File: src/rtl/bde_pkg.sv
package bde_pkg;

	localparam int CHANNELS   = 4;
	localparam int CH_W       = 2;
	localparam int WINDOW     = 10;
	localparam int SLOT_W     = $clog2(WINDOW);
	localparam int FILL_W     = $clog2(WINDOW + 1);
	localparam int MEM_AW     = CH_W + SLOT_W;
	localparam int MEM_DEPTH  = 1 << MEM_AW;

	localparam int TS_W       = 32;
	localparam int LVL_W      = 15;
	localparam int THR_W      = 16;
	localparam int RATE_W     = 24;
	localparam int SECS_W     = 20;
	localparam int HELD_W     = 4;

	localparam int IN_W       = 56;
	localparam int OUT_W      = 72;

	localparam int APB_AW     = 3;
	localparam int REG_IDX_W  = APB_AW - 2;
	localparam logic [REG_IDX_W-1:0] REG_THRESH = 1'd0;
	localparam logic [REG_IDX_W-1:0] REG_CRIT   = 1'd1;
	localparam logic [THR_W-1:0] THRESH_RST = 16'd384;
	localparam logic [LVL_W-1:0] CRIT_RST   = 15'd5120;

	localparam int MUL_K      = 1000;
	localparam int DIV_NUM_W  = 25;
	localparam int DIV_DEN_W  = 32;
	localparam int DIV_CNT_W  = 5;
	localparam int RATE_STEPS = DIV_NUM_W;
	localparam int SECS_STEPS = LVL_W;

	localparam logic [RATE_W-1:0] RATE_MAX  = 24'h7FFFFF;
	localparam logic [RATE_W-1:0] RATE_MIN  = 24'h800000;
	localparam logic [SECS_W-1:0] SECS_MAX  = 20'hFFFFF;
	localparam logic [SECS_W-1:0] SECS_IDLE = 20'd9999;

	localparam int FIFO_DEPTH = 2;
	localparam int FIFO_PW    = 1;

	typedef struct packed {
		logic [TS_W-1:0]  ts;
		logic [LVL_W-1:0] lvl;
	} sample_t;

	typedef struct packed {
		logic [TS_W-1:0]   t_new;
		logic [LVL_W-1:0]  lvl_new;
		logic [TS_W-1:0]   t_old;
		logic [LVL_W-1:0]  lvl_old;
		logic [FILL_W-1:0] fill;
	} job_t;

	typedef struct packed {
		logic                 start;
		logic [DIV_NUM_W-1:0] num;
		logic [DIV_DEN_W-1:0] den;
		logic [DIV_CNT_W-1:0] steps;
	} div_req_t;

	typedef struct packed {
		logic                 done;
		logic [DIV_NUM_W-1:0] quot;
	} div_rsp_t;

endpackage

File: src/rtl/bde_back.sv
module bde_back (
	input  logic                             clk,
	input  logic                             arst_n,
	input  logic                             pop_valid,
	output logic                             pop_ready,
	input  bde_pkg::job_t                    pop_job,
	input  logic [bde_pkg::THR_W-1:0]        thresh,
	input  logic [bde_pkg::LVL_W-1:0]        crit_lvl,
	output bde_pkg::div_req_t                div_req,
	input  bde_pkg::div_rsp_t                div_rsp,
	output logic                             out_valid,
	input  logic                             out_ready,
	output logic [bde_pkg::RATE_W-1:0]       out_rate,
	output logic                             out_high,
	output logic [bde_pkg::SECS_W-1:0]       out_crit,
	output logic [bde_pkg::SECS_W-1:0]       out_empty,
	output logic [bde_pkg::HELD_W-1:0]       out_held
);

	localparam logic [2:0] ST_IDLE   = 3'd0;
	localparam logic [2:0] ST_PREP   = 3'd1;
	localparam logic [2:0] ST_RATE   = 3'd2;
	localparam logic [2:0] ST_DECIDE = 3'd3;
	localparam logic [2:0] ST_CRIT   = 3'd4;
	localparam logic [2:0] ST_EMPTY  = 3'd5;
	localparam logic [2:0] ST_OUT    = 3'd6;
	localparam int PAD_W = bde_pkg::DIV_NUM_W - bde_pkg::LVL_W;

	logic [2:0]                    state_q;
	bde_pkg::job_t                 job_q;
	logic                          neg_q;
	logic [bde_pkg::RATE_W-1:0]    rate_q;
	logic [bde_pkg::SECS_W-1:0]    crit_q, empty_q;
	logic                          out_v_q;

	logic [bde_pkg::TS_W-1:0]      elapsed;
	logic                          rate_ok;
	logic signed [bde_pkg::LVL_W:0] ldiff;
	logic [bde_pkg::LVL_W-1:0]     mag;
	logic [bde_pkg::DIV_NUM_W-1:0] mag_k;
	logic [bde_pkg::RATE_W-1:0]    rate_sat;
	logic [bde_pkg::SECS_W-1:0]    secs_sat;
	logic                          rate_pos;
	logic                          below;
	logic [bde_pkg::LVL_W-1:0]     to_crit;
	logic                          high;

	always_comb begin
		elapsed = job_q.t_new - job_q.t_old;
		rate_ok = (job_q.fill >= bde_pkg::FILL_W'(2)) && (job_q.t_new > job_q.t_old);
		ldiff   = $signed({1'b0, job_q.lvl_old}) - $signed({1'b0, job_q.lvl_new});
		mag     = ldiff[bde_pkg::LVL_W] ? bde_pkg::LVL_W'(-ldiff) : ldiff[bde_pkg::LVL_W-1:0];
		mag_k   = bde_pkg::DIV_NUM_W'(mag) * bde_pkg::DIV_NUM_W'(bde_pkg::MUL_K);

		if (!neg_q) begin
			if (div_rsp.quot > bde_pkg::DIV_NUM_W'(bde_pkg::RATE_MAX)) begin
				rate_sat = bde_pkg::RATE_MAX;
			end else begin
				rate_sat = div_rsp.quot[bde_pkg::RATE_W-1:0];
			end
		end else begin
			if (div_rsp.quot > bde_pkg::DIV_NUM_W'(bde_pkg::RATE_MIN)) begin
				rate_sat = bde_pkg::RATE_MIN;
			end else begin
				rate_sat = -div_rsp.quot[bde_pkg::RATE_W-1:0];
			end
		end

		if (div_rsp.quot > bde_pkg::DIV_NUM_W'(bde_pkg::SECS_MAX)) begin
			secs_sat = bde_pkg::SECS_MAX;
		end else begin
			secs_sat = div_rsp.quot[bde_pkg::SECS_W-1:0];
		end

		rate_pos = !rate_q[bde_pkg::RATE_W-1] && (rate_q != '0);
		below    = job_q.lvl_new < crit_lvl;
		to_crit  = job_q.lvl_new - crit_lvl;
		high     = $signed({rate_q[bde_pkg::RATE_W-1], rate_q}) >
			$signed({{(bde_pkg::RATE_W + 1 - bde_pkg::THR_W){1'b0}}, thresh});
	end

	always_comb begin
		div_req.start = 1'b0;
		div_req.num   = mag_k;
		div_req.den   = elapsed;
		div_req.steps = bde_pkg::DIV_CNT_W'(bde_pkg::RATE_STEPS);
		unique case (state_q)
			ST_PREP: begin
				div_req.start = rate_ok;
			end
			ST_DECIDE: begin
				div_req.start = rate_pos;
				div_req.num   = {(below ? job_q.lvl_new : to_crit), PAD_W'(0)};
				div_req.den   = bde_pkg::DIV_DEN_W'(rate_q);
				div_req.steps = bde_pkg::DIV_CNT_W'(bde_pkg::SECS_STEPS);
			end
			ST_CRIT: begin
				div_req.start = div_rsp.done;
				div_req.num   = {job_q.lvl_new, PAD_W'(0)};
				div_req.den   = bde_pkg::DIV_DEN_W'(rate_q);
				div_req.steps = bde_pkg::DIV_CNT_W'(bde_pkg::SECS_STEPS);
			end
			default: begin
			end
		endcase
	end

	assign pop_ready = state_q == ST_IDLE;

	always_ff @(posedge clk or negedge arst_n) begin
		if (!arst_n) begin
			state_q <= ST_IDLE;
			out_v_q <= 1'b0;
		end else begin
			if (state_q == ST_OUT && (!out_v_q || out_ready)) begin
				out_v_q <= 1'b1;
			end else if (out_ready) begin
				out_v_q <= 1'b0;
			end
			unique case (state_q)
				ST_IDLE: begin
					if (pop_valid) begin
						state_q <= ST_PREP;
					end
				end
				ST_PREP: begin
					state_q <= rate_ok ? ST_RATE : ST_DECIDE;
				end
				ST_RATE: begin
					if (div_rsp.done) begin
						state_q <= ST_DECIDE;
					end
				end
				ST_DECIDE: begin
					if (!rate_pos) begin
						state_q <= ST_OUT;
					end else if (below) begin
						state_q <= ST_EMPTY;
					end else begin
						state_q <= ST_CRIT;
					end
				end
				ST_CRIT: begin
					if (div_rsp.done) begin
						state_q <= ST_EMPTY;
					end
				end
				ST_EMPTY: begin
					if (div_rsp.done) begin
						state_q <= ST_OUT;
					end
				end
				ST_OUT: begin
					if (!out_v_q || out_ready) begin
						state_q <= ST_IDLE;
					end
				end
				default: begin
					state_q <= ST_IDLE;
				end
			endcase
		end
	end

	always_ff @(posedge clk) begin
		unique case (state_q)
			ST_IDLE: begin
				if (pop_valid) begin
					job_q <= pop_job;
				end
			end
			ST_PREP: begin
				neg_q <= ldiff[bde_pkg::LVL_W];
				if (!rate_ok) begin
					rate_q <= '0;
				end
			end
			ST_RATE: begin
				if (div_rsp.done) begin
					rate_q <= rate_sat;
				end
			end
			ST_DECIDE: begin
				if (!rate_pos) begin
					crit_q  <= bde_pkg::SECS_IDLE;
					empty_q <= bde_pkg::SECS_IDLE;
				end else if (below) begin
					crit_q <= '0;
				end
			end
			ST_CRIT: begin
				if (div_rsp.done) begin
					crit_q <= secs_sat;
				end
			end
			ST_EMPTY: begin
				if (div_rsp.done) begin
					empty_q <= secs_sat;
				end
			end
			ST_OUT: begin
				if (!out_v_q || out_ready) begin
					out_rate  <= rate_q;
					out_high  <= high;
					out_crit  <= crit_q;
					out_empty <= empty_q;
					out_held  <= bde_pkg::HELD_W'(job_q.fill);
				end
			end
			default: begin
			end
		endcase
	end

	assign out_valid = out_v_q;

endmodule

File: config.mk
export PLATFORM = sky130hd
export DESIGN_NAME = bde_back
export DESIGN_NICKNAME = d
export VERILOG_FILES = /design/src/rtl/bde_pkg.sv /design/src/rtl/bde_back.sv
export SDC_FILE = /design/constraint.sdc
export NUM_CORES = 1
export LEC_CHECK = 0
export BUFFER_PORTS_ARGS = -buffer_cell sky130_fd_sc_hd__buf_2
export CAP_MARGIN = 40
export CORE_MARGIN = 1.5
export CORE_UTILIZATION = 35
export DETAILED_ROUTE_END_ITERATION = 7
export SLEW_MARGIN = 40
export SYNTH_ARGS = -nofsm -noshare
export SYNTH_HDL_FRONTEND = slang
export SYNTH_SLANG_ARGS = --single-unit
File: constraint.sdc
create_clock -name clk -period 17.6 [get_ports clk]
set_clock_uncertainty 0.2 [all_clocks]
set_input_delay 3.52 -clock clk [delete_from_list [all_inputs] [get_ports clk]]
set_output_delay 3.52 -clock clk [all_outputs]
set_load 0.005 [all_outputs]
* Word level (Yosys, flattened, before mapping)
Cells that the tools add are included.
** Word-level totals
- Bits in registers :: 236
- Output and inout port bits :: 134
- Word-level logic and storage cells :: 89
- Bits of input ports :: 159
** Operators by class
- $add $sub $neg :: 5
- Order comparisons :: 7
- Multiplexer cells :: 28
- Reduce and logical (&&, ||, !) cells :: 18
- Equal/unequal tests :: 14
- $mul :: 1
** Operators by type and width (number)
- 62-bit case mux with 2 select lines :: 1
- 24-bit two-way mux :: 5
- 20-bit two-way mux :: 5
- 20-bit case mux with 2 select lines :: 2
- 24-bit case mux with 2 select lines :: 1
- 32-bit > comparator :: 1
- 32-bit subtractor :: 1
- 15-bit two-way mux :: 2
- 25-bit by 20-bit > comparator with 1-bit output (second input constant) :: 1
- 25-bit by 23-bit > comparator with 1-bit output (second input constant) :: 1
- 25-bit by 24-bit > comparator with 1-bit output (second input constant) :: 1
- 24-bit by 17-bit > comparator with 1-bit output :: 1
- 24-bit negator :: 1
- 24-bit nonzero test :: 1
- 15-bit by 7-bit multiplier with 22-bit output (second input constant) :: 1
- 3-bit case mux with 7 select lines :: 1
- 15-bit by 15-bit subtractor with 16-bit output :: 1
- 15-bit < comparator :: 1
- 3-bit two-way mux :: 5
- 15-bit negator :: 1
- 15-bit subtractor :: 1
- 2-bit != test (second input constant) :: 6
- 3-bit == test (second input constant) :: 3
- 3-bit AND reduction :: 3
- 15 further kinds :: 26

* Logic depth before layout (Yosys ltp)
Gate-level depths: netlist (run 1).
- Word-level depth :: 5
- Gate-level depth with buffers :: 28
- Gate-level depth less buffers :: 28

* Worst setup path after synthesis (run 1)
Ideal clock, no wire load.
- Kind :: reg-to-output
- Start point :: register job_q[4] in the netlist's numbering
- End point :: output div_req[61] in the netlist's numbering
- Setup slack :: 7.471 ns
- Arrival :: 6.409 ns
- Required time :: 13.880 ns
- Stages on the path, launching flop included :: 28
- Buffers on the path :: 0
- Cell sequence :: edfxtp_1 -> inv_1 -> ha_1 -> inv_1 -> fa_1 -> a211oi_2 -> o21ai_1 -> and2_4 -> or4_4 -> or2_4 -> o21ai_0 -> xnor2_1 -> inv_1 -> fa_1 -> fa_1 -> inv_1 -> fa_1 -> inv_1 -> fa_1 -> inv_1 -> ha_1 -> nor2_1 -> nand2_1 -> or3_1 -> o221a_2 -> o21ai_0 -> mux2i_1 -> nand4b_1
** RTL lines
- from (decl) :: line bde_back.sv:30 : bde_pkg::job_t job_q;
- from (signal assigned) :: line bde_back.sv:169 : job_q <= pop_job;
- to (decl) :: line bde_back.sv:9 : output bde_pkg::div_req_t div_req,

==> results.ini, run 1 <==
[grt]
grt_max_degree = 78
antenna_found_initial = 4
grt_overflow = 0
grt_usage = 0.181
grt_pass1_wl_um = 66700
grt_pass1_vias = 12019

[floorplan]
core_um2 = 44500
die_h_um = 216
initial_core_util = 0.357
boundaryPins = 293
die_w_um = 216
rows = 77
dieArea_um2 = 46600

[finish]
fin_nets = 2125
finalInstanceArea_um2 = 18800
fin_cells = 2400
area_growth_syn_to_layout_pct = 18.5
fillerInstances = 4363
layout-drive-gt1-share = 0.202

[synth]
yosysSeqAreaShare = 0.445
synth_simple_gate_area_frac = 0.137
synth-compound-area-share = 0.150
synthMuxAreaShare = 0.00378
postSynthCellCount = 1514
synth_commonest_cells = edfxtp_1, inv_1, ha_1
synth_edf_count = 232
avgSynthCellArea_um2 = 10.5
netlist.area_leader.share = 0.439
synth_top_area_cell = edfxtp_1
synth_xor_area_frac = 0.0402
yosysWarnings = 0
async_flop_share = 0.0169
yosysMostFrequentCell = edfxtp_1
netlist_area_um2 = 15900
synth_flop_cell = edfxtp_1
ys_ff_latch = 236
yosys-top-cells-area = edfxtp_1, ha_1, fa_1
synthAdderAreaFrac = 0.167
synth_top_family_by_area = adder cells
ys_types = 81

[sta]
slew_viol_final = 0
hold_violations = 0
slew_headroom = 0.453
period_needed_ns = 11.84
rsz0062_at_grt = false
worstMarginPinSlew_ns = 0.818
setup_viol = 0
fin_crit_sh = 0.673
fmax_mhz = 84.5
fin_tns_setup_ns = 0

[worst_setup_path]
crit_fanout = 10
rrSetupSlack_ns = 13.54
path_class = flop to output port
reg2reg_from = job_q[66]$_DFFE_PP_
critPathMaxStageDelay_ns = 0.65
critPathTopFamily = adder cells
cp-start-kind = flop
cpMaxStageDelayCell = xnor2_1
reg2regPathDepth = 11
arrival_ns = 8.12
r2r_end = rate_q[0]$_SDFFCE_PP0P_
crit_required_ns = 13.88
cp.depth = 26
path_buf_inv = 5
crit_path_end_kind = output port

[min_path]
holdPathEnd = out_crit[12]$_DFFE_PP_
hold_depth = 0
hold_class = flop to flop
worstHoldStart = crit_q[12]$_SDFFCE_PP0P_

[routing]
vias = 12524
wl_met1_um = 20600
via_per_inst = 5.22
dr.pass1.iters = 5
wl_met2_um = 19700
drc = 0
dr.max_layer_used = met5
wl_per_cell_um = 18.2
ant_nets = 0
dr.first_iter.drc_count = 859
wl_met3_um = 2200
postRouteWirelength_um = 43700

[clock_tree]
clock_path_buffers = 3
clkTransAtPathRegs_ns = 0.06
cts_root_buf = clkbuf_16
holdBufCountCts = 0
cts.sinks = 236
cts-htree-levels = 1
post_cts_buffers = 0
clk_latency_ns = 0.56
cts.repair.resized = 0
cts_made_buffers = 27
cts_tree = yes

[job]
max_cap_viol_count = 0

[placement]
hpwl_um = 34100
io_buffers = 287
gp_congestion = 0.911
place_inst = 2347
post_dp_cell_area_um2 = 17900

[run_status]
status = finished, final reports clean

==> logic make-up after synthesis <==
logic type | after synthesis
adders and majority gates | 182
DFF | 236
AOI/OAI and AO/OA | 353
muxes | 6
buffers and inverters | 233
and+or+nand+nor | 430
other | 2
xor gates and xnor gates | 72
==> per-stage QoR <==
step,hold WS (ns),setup WS (ns),utilization
after floorplan,0.200,7.47,-
after global placement,0.202,6.55,0.402
after detailed placement,0.205,6.41,0.403
after CTS,0.218,5.77,0.422
after global routing,0.217,5.14,0.423
final,0.214,5.76,0.423
==> placed cells by master, fill, tap and decap left out, drive strengths merged, types with 43 or more instances in the layout <==
cell type and count:
buf 293, edfxtp 232, inv 182, ha 132, nor2 109, nand2 106
a21oi 75, o21ai 75, fa 50, xnor2 43
==> registers in the layout, indices dropped and copies added (netlist names) <==
| signal | count |
|---|---|
| neg_q | 1 |
| rate_q | 24 |
| out_empty | 20 |
| out_crit | 20 |
| out_high | 1 |
| empty_q | 20 |
| out_held | 4 |
| state_q | 3 |
| out_rate | 24 |
| out_valid | 1 |
| crit_q | 20 |
| job_q | 98 |
==> worst max-delay path by stage <==
stage                             start     endpoint  slack (ns)
floorplan            job_q[4]$_DFFE_PP_  div_req[61]        7.47
global placement    job_q[56]$_DFFE_PP_  div_req[60]        6.55
detailed placement  job_q[56]$_DFFE_PP_  div_req[59]        6.41
CTS                  job_q[4]$_DFFE_PP_  div_req[60]        5.77
global route         job_q[4]$_DFFE_PP_  div_req[60]        5.14
finish              job_q[56]$_DFFE_PP_  div_req[58]        5.76
==> metal layers <==
metal | global-route usage | vias up
li1 | - | 6019
met1 | 0.256 | 6021
met5 | 0 | -
met3 | 0.0251 | 71
met2 | 0.290 | 409
met4 | 0.0493 | 4
==> area by class of cell <==
class	count	area [um2]	share of cell area
multi-input combinational	1048	7970	0.424
sequential	236	7070	0.376
timing repair buffer	293	1500	0.0795
tap	592	741	0.0394
clock buffer	29	683	0.0363
inverter	178	668	0.0355
clock inverter	20	179	0.00951
antenna	4	10.0	0.000532
Power of run 1 is not shown: default switching activity piles up to over one toggle a cycle in this logic, so the estimate is an artifact.
==> inputs of run 2 (changes only) <==
ABC_AREA = 1   (was unset)
clock period = 12.1 ns   (was 17.6 ns; I/O delays follow)
==> results.ini, run 2 <==
[run_status]
status = finished, final reports clean

[floorplan]
initial_core_util = 0.357  ; +0.000704
dieArea_um2 = 49200  ; +5.4%
rows = 79  ; +2.6%
die_h_um = 222  ; +2.7%
boundaryPins = 293  ; unchanged
die_w_um = 222  ; +2.7%
core_um2 = 46900  ; +5.3%

[synth]
synth_simple_gate_area_frac = 0.188  ; +0.0510
synth_top_area_cell = edfxtp_1
async_flop_share = 0.0169  ; unchanged
yosysWarnings = 0  ; unchanged
avgSynthCellArea_um2 = 8.77  ; -16%
synth_xor_area_frac = 0.0287  ; -0.0115
synthAdderAreaFrac = 0.158  ; -0.00867
postSynthCellCount = 1908  ; +26%
synth_edf_count = 232  ; unchanged
synth_commonest_cells = inv_1, nand2_1, edfxtp_1
synth_top_family_by_area = simple AND/OR/NAND/NOR gates
netlist_area_um2 = 16700  ; +5.5%
synthMuxAreaShare = 0  ; -0.00378
yosysMostFrequentCell = inv_1
netlist.area_leader.share = 0.416  ; -0.0228
synth_flop_cell = edfxtp_1
ys_ff_latch = 236  ; unchanged
yosysSeqAreaShare = 0.422  ; -0.0231
synth-compound-area-share = 0.114  ; -0.0356
yosys-top-cells-area = edfxtp_1, ha_1, inv_1
ys_types = 50  ; -38%

[worst_setup_path]
path_class = flop to output port
crit_required_ns = 9.48  ; -4.40 ns
crit_fanout = 6  ; -4
critPathTopFamily = adder cells
crit_path_end_kind = output port
cp-start-kind = flop
arrival_ns = 7.39  ; -0.73 ns
cpMaxStageDelayCell = o21ai_0
path_buf_inv = 6  ; +1
critPathMaxStageDelay_ns = 0.60  ; -0.05 ns

[finish]
fin_nets = 2536  ; +19%
area_growth_syn_to_layout_pct = 18.3
finalInstanceArea_um2 = 19800  ; +5.3%
largest_reg_flops = 98  ; unchanged
fillerInstances = 4694  ; +7.6%
top_register = job_q
layout.area.seq_um2 = 7070  ; unchanged
mostFrequentLayoutCell = inv_1
layout-drive-gt1-share = 0.188  ; -0.0142
multi_input_area_um2 = 8260  ; +3.6%
layout_common_cells = inv_1, nand2_1, buf_2
top_regs = job_q x98, out_rate x24, rate_q x24

[grt]
grt_pass1_vias = 14358  ; +19%
grt_overflow = 0  ; unchanged
antenna_found_initial = 1  ; -3
grt_max_degree = 73  ; -6.4%
grt_usage = 0.207  ; +0.0259
grt_pass1_wl_um = 79900  ; +20%

[min_path]
hold_class = flop to flop

[clock_tree]
cts-htree-levels = 1  ; unchanged
post_cts_buffers = 0  ; unchanged
cts.sinks = 236  ; unchanged
cts_root_buf = clkbuf_16
clock_path_buffers = 3  ; unchanged
cts_tree = yes
clkTransAtPathRegs_ns = 0.06  ; about the same
holdBufCountCts = 0  ; unchanged
cts.repair.resized = 0  ; unchanged
clk_latency_ns = 0.57  ; about the same
cts_made_buffers = 27  ; unchanged

[placement]
io_buffers = 287  ; unchanged
post_dp_cell_area_um2 = 18900  ; +5.2%
gp_congestion = 0.905  ; -0.68%
hpwl_um = 41400  ; +22%

[sta]
fin_tns_setup_ns = 0  ; unchanged
setup_viol = 0  ; unchanged
fin_crit_sh = 0.827
slew_viol_final = 0  ; unchanged
slew_headroom = 0.482  ; +0.0291
hold_violations = 0  ; unchanged
period_needed_ns = 10.01
hold_slack_ns = 0.217  ; +0.00273 ns
worstMarginPinSlew_ns = 0.777  ; -0.0408 ns
rsz0062_at_grt = false
fmax_mhz = 99.9

[routing]
ant_nets = 0  ; unchanged
wl_per_cell_um = 18.3  ; +0.43%
dr.first_iter.drc_count = 986  ; +15%
postRouteWirelength_um = 51600  ; +18%
dr.pass1.iters = 5  ; unchanged
vias = 14258  ; +14%
drc = 0  ; unchanged
via_per_inst = 5.05  ; -3.2%

[job]
max_cap_viol_count = 0  ; unchanged

## run 2: layout make-up
cell class                      count  share of cell area
Tap cell                          607              0.0383
Clock inverter                     20              0.0132
Inverter                          340              0.0644
Timing Repair Buffer              295              0.0757
Sequential cell                   236               0.357
Clock buffer                       30              0.0347
Antenna cell                        1            0.000126
Multi-Input combinational cell   1295               0.417
## run 2: cell families after synthesis
| group | after synthesis |
|---|---|
| xor gates and xnor gates | 54 |
| AOI/OAI and AO/OA | 345 |
| and+or+nand+nor | 709 |
| DFF | 236 |
| adders and majority gates | 182 |
| buffers and inverters | 380 |
| other | 2 |
## run 2: metal layers
layer	global-route usage	vias to the layer above	part of all wire
met5	0	-	0.00025
met4	0.0634	2	0.029
met3	0.0349	94	0.067
met2	0.351	496	0.47
met1	0.270	6727	0.43
li1	-	6939	-
## run 2: path summary, 6_finish.rpt
kind / slack [ns] / endpoint / cells past startpoint / start
max in group asynchronous: 10.12 / out_valid$_DFFE_PN0P_ / 1 / arst_n
worst min-delay path: 0.22 / out_crit[18]$_DFFE_PP_ / 0 / crit_q[18]$_SDFFCE_PP0P_
worst min register to register: 0.22 / out_crit[18]$_DFFE_PP_ / 0 / crit_q[18]$_SDFFCE_PP0P_
worst max-delay path: 2.09 / div_req[56] / 28 / job_q[51]$_DFFE_PP_
worst max register to register: 8.81 / rate_q[7]$_SDFFCE_PP0P_ / 14 / job_q[19]$_DFFE_PP_
min in group asynchronous: 1.45 / state_q[1]$_DFFE_PN0P_ / 1 / arst_n
## run 2: worst register-to-register path, delay by kind of cell, from the launching register on
kind            cells  cell delay (ns)
compound gates      1             0.30
fa+ha+maj           2             0.69
buf+inv             2             0.28
flops               1             0.38
simple gates        9             1.10
## run 2: per-stage QoR
step                std cells  worst slack [ns]   util
global placement         2773              2.77  0.402
CTS                      2823              1.98  0.423
detailed placement       2773              2.63  0.403
global route             2823              1.42  0.423
finish                   2824              2.09  0.423
floorplan                1911              3.71      -
Power of run 2 is left out for the same reason.
==> inputs of run 3 (changes only) <==
ABC_AREA = 0   (was 1)
clock period = 8.9 ns   (was 12.1 ns; I/O delays follow)
==> results.ini, run 3 (synthesis gave the netlist of run 1 again) <==
[grt]
grt_pass1_vias = 12564  ; -12%
grt_max_degree = 78  ; +6.8%
grt_usage = 0.186  ; -0.0207
grt_overflow = 0  ; unchanged
grt_pass1_wl_um = 68800  ; -14%
antenna_found_initial = 3  ; +2

[placement]
gp_congestion = 0.920  ; +1.7%
hpwl_um = 34300  ; -17%
place_inst = 2398  ; -14%
io_buffers = 287  ; unchanged
dp_slack_ns = 0.0542  ; -2.58 ns

[clock_tree]
clk_latency_ns = 0.57  ; about the same
cts_root_buf = clkbuf_16
cts-htree-levels = 1  ; unchanged
clock_path_buffers = 3  ; unchanged
cts.sinks = 236  ; unchanged
clkTransAtPathRegs_ns = 0.06  ; about the same
holdBufCountCts = 0  ; unchanged
cts_made_buffers = 27  ; unchanged
cts_tree = yes

[worst_setup_path]
cpMaxStageDelayCell = fa_1
cp-start-kind = flop
crit_path_end_kind = output port
arrival_ns = 6.96  ; -0.43 ns
crit_required_ns = 6.92  ; -2.56 ns
path_class = flop to output port
reg2reg_from = job_q[66]$_DFFE_PP_
r2r_end = rate_q[1]$_SDFFCE_PP0P_
critPathLaunch = job_q[51]$_DFFE_PP_
rrSetupSlack_ns = 4.91  ; -3.90 ns
reg2regPathDepth = 11  ; -3
path_buf_inv = 7  ; +1
critPathMaxStageDelay_ns = 0.50  ; -0.10 ns
critPathTopFamily = adder cells
worst_path_most_repeated_cell = fa_1
crit_fanout = 3  ; -3

[sta]
fin_ws_ns = -0.0359  ; -2.13 ns
fin_crit_sh = 1.00
period_needed_ns = 8.94
fmax_mhz = 112
hold_violations = 0  ; unchanged
slew_headroom = 0.473  ; -0.00916
slew_viol_final = 0  ; unchanged
fin_tns_setup_ns = -0.0359  ; -0.0359 ns
worstMarginPinSlew_ns = 0.790  ; +0.0130 ns
setup_viol = 1  ; +1
rsz0062_at_grt = true

[finish]
top_regs = job_q x98, out_rate x24, rate_q x24
top_register = job_q
fin_cells = 2485  ; -12%
area_growth_syn_to_layout_pct = 26.3
fillerInstances = 4298  ; -8.4%
layout-drive-gt1-share = 0.286  ; +0.0974
layout_common_cells = buf_2, edfxtp_1, inv_1
fin_nets = 2211  ; -13%
mostFrequentLayoutCell = buf_2
largest_reg_flops = 98  ; unchanged

[routing]
dr.first_iter.drc_count = 816  ; -17%
ant_nets = 0  ; unchanged
wl_met3_um = 2450  ; -30%
wl_per_cell_um = 18.0  ; -1.6%
via_per_inst = 5.14  ; +1.8%
wl_met2_um = 20000  ; -18%
dr.pass1.iters = 5  ; unchanged
wl_met1_um = 21000  ; -6.2%
dr.max_layer_used = met5
drc = 0  ; unchanged
vias = 12770  ; -10%
postRouteWirelength_um = 44700  ; -13%

[floorplan]
rows = 77  ; -2.5%
core_um2 = 44500  ; -5.0%
die_w_um = 216  ; -2.6%
die_h_um = 216  ; -2.6%
boundaryPins = 293  ; unchanged
dieArea_um2 = 46600  ; -5.1%
initial_core_util = 0.357  ; -0.000704

[min_path]
holdPathEnd = out_crit[14]$_DFFE_PP_
hold_class = flop to flop
hold_depth = 0  ; unchanged
worstHoldStart = crit_q[14]$_SDFFCE_PP0P_

[run_status]
violations = negative setup slack
status = complete, but fails checks

[job]
max_cap_viol_count = 0  ; unchanged

-- run 3: changes by cell type in the layout (fill, tap and decap cells not counted), sizes merged, moves of 15 or more --
cell,previous run,this run
a21o,6,36
a21oi,157,75
buf,295,379
inv,342,181
nand2,342,106
nand2b,0,15
nand3,105,26
nor2,181,109
nor2b,0,20
nor3,23,39
o21a,4,32
o21ai,132,75
xnor2,19,43
-- run 3: worst max path at each step --
stage | to | depth (start not counted)
2_1_floorplan | div_req[61] | 27
3_3_place_gp | div_req[61] | 28
3_5_place_dp | div_req[61] | 28
4_1_cts | div_req[61] | 28
5_1_grt | div_req[60] | 27
6_report | div_req[61] | 28
-- run 3: cell type report --
cell class	instances	area, um2	area share
diodes	2	5.00	0.000250
clock buffers	29	683	0.0341
clock inverters	21	219	0.0109
inverters	178	671	0.0335
multi-input cells	1048	8510	0.424
flip-flops and latches	236	7070	0.353
well taps	592	741	0.0370
repair buffers	379	2150	0.107
-- run 3: timing repair --
item	in CTS	in global routing
buffers inserted	28	8
pin swaps	54	31
cloned	0	0
resized for setup	74	39
endpoints found under the setup margin	12	12
-- run 3: metrics by stage --
| stage | cell area (um2) | hold slack, ns | util |
|---|---|---|---|
| global route | 20000 | 0.211 | 0.450 |
| detailed placement | 18300 | 0.205 | 0.411 |
| floorplan | 15900 | 0.200 | - |
| CTS | 19800 | 0.202 | 0.444 |
| finish | 20000 | 0.207 | 0.450 |
| global placement | 18300 | 0.203 | 0.410 |
-- run 3: metal layers --
metal / up-vias / track usage
li1: 6165 / -
met5: - / 0
met2: 413 / 0.293
met4: 2 / 0.0569
met1: 6125 / 0.268
met3: 65 / 0.0227
Power of run 3 is left out for the same reason.
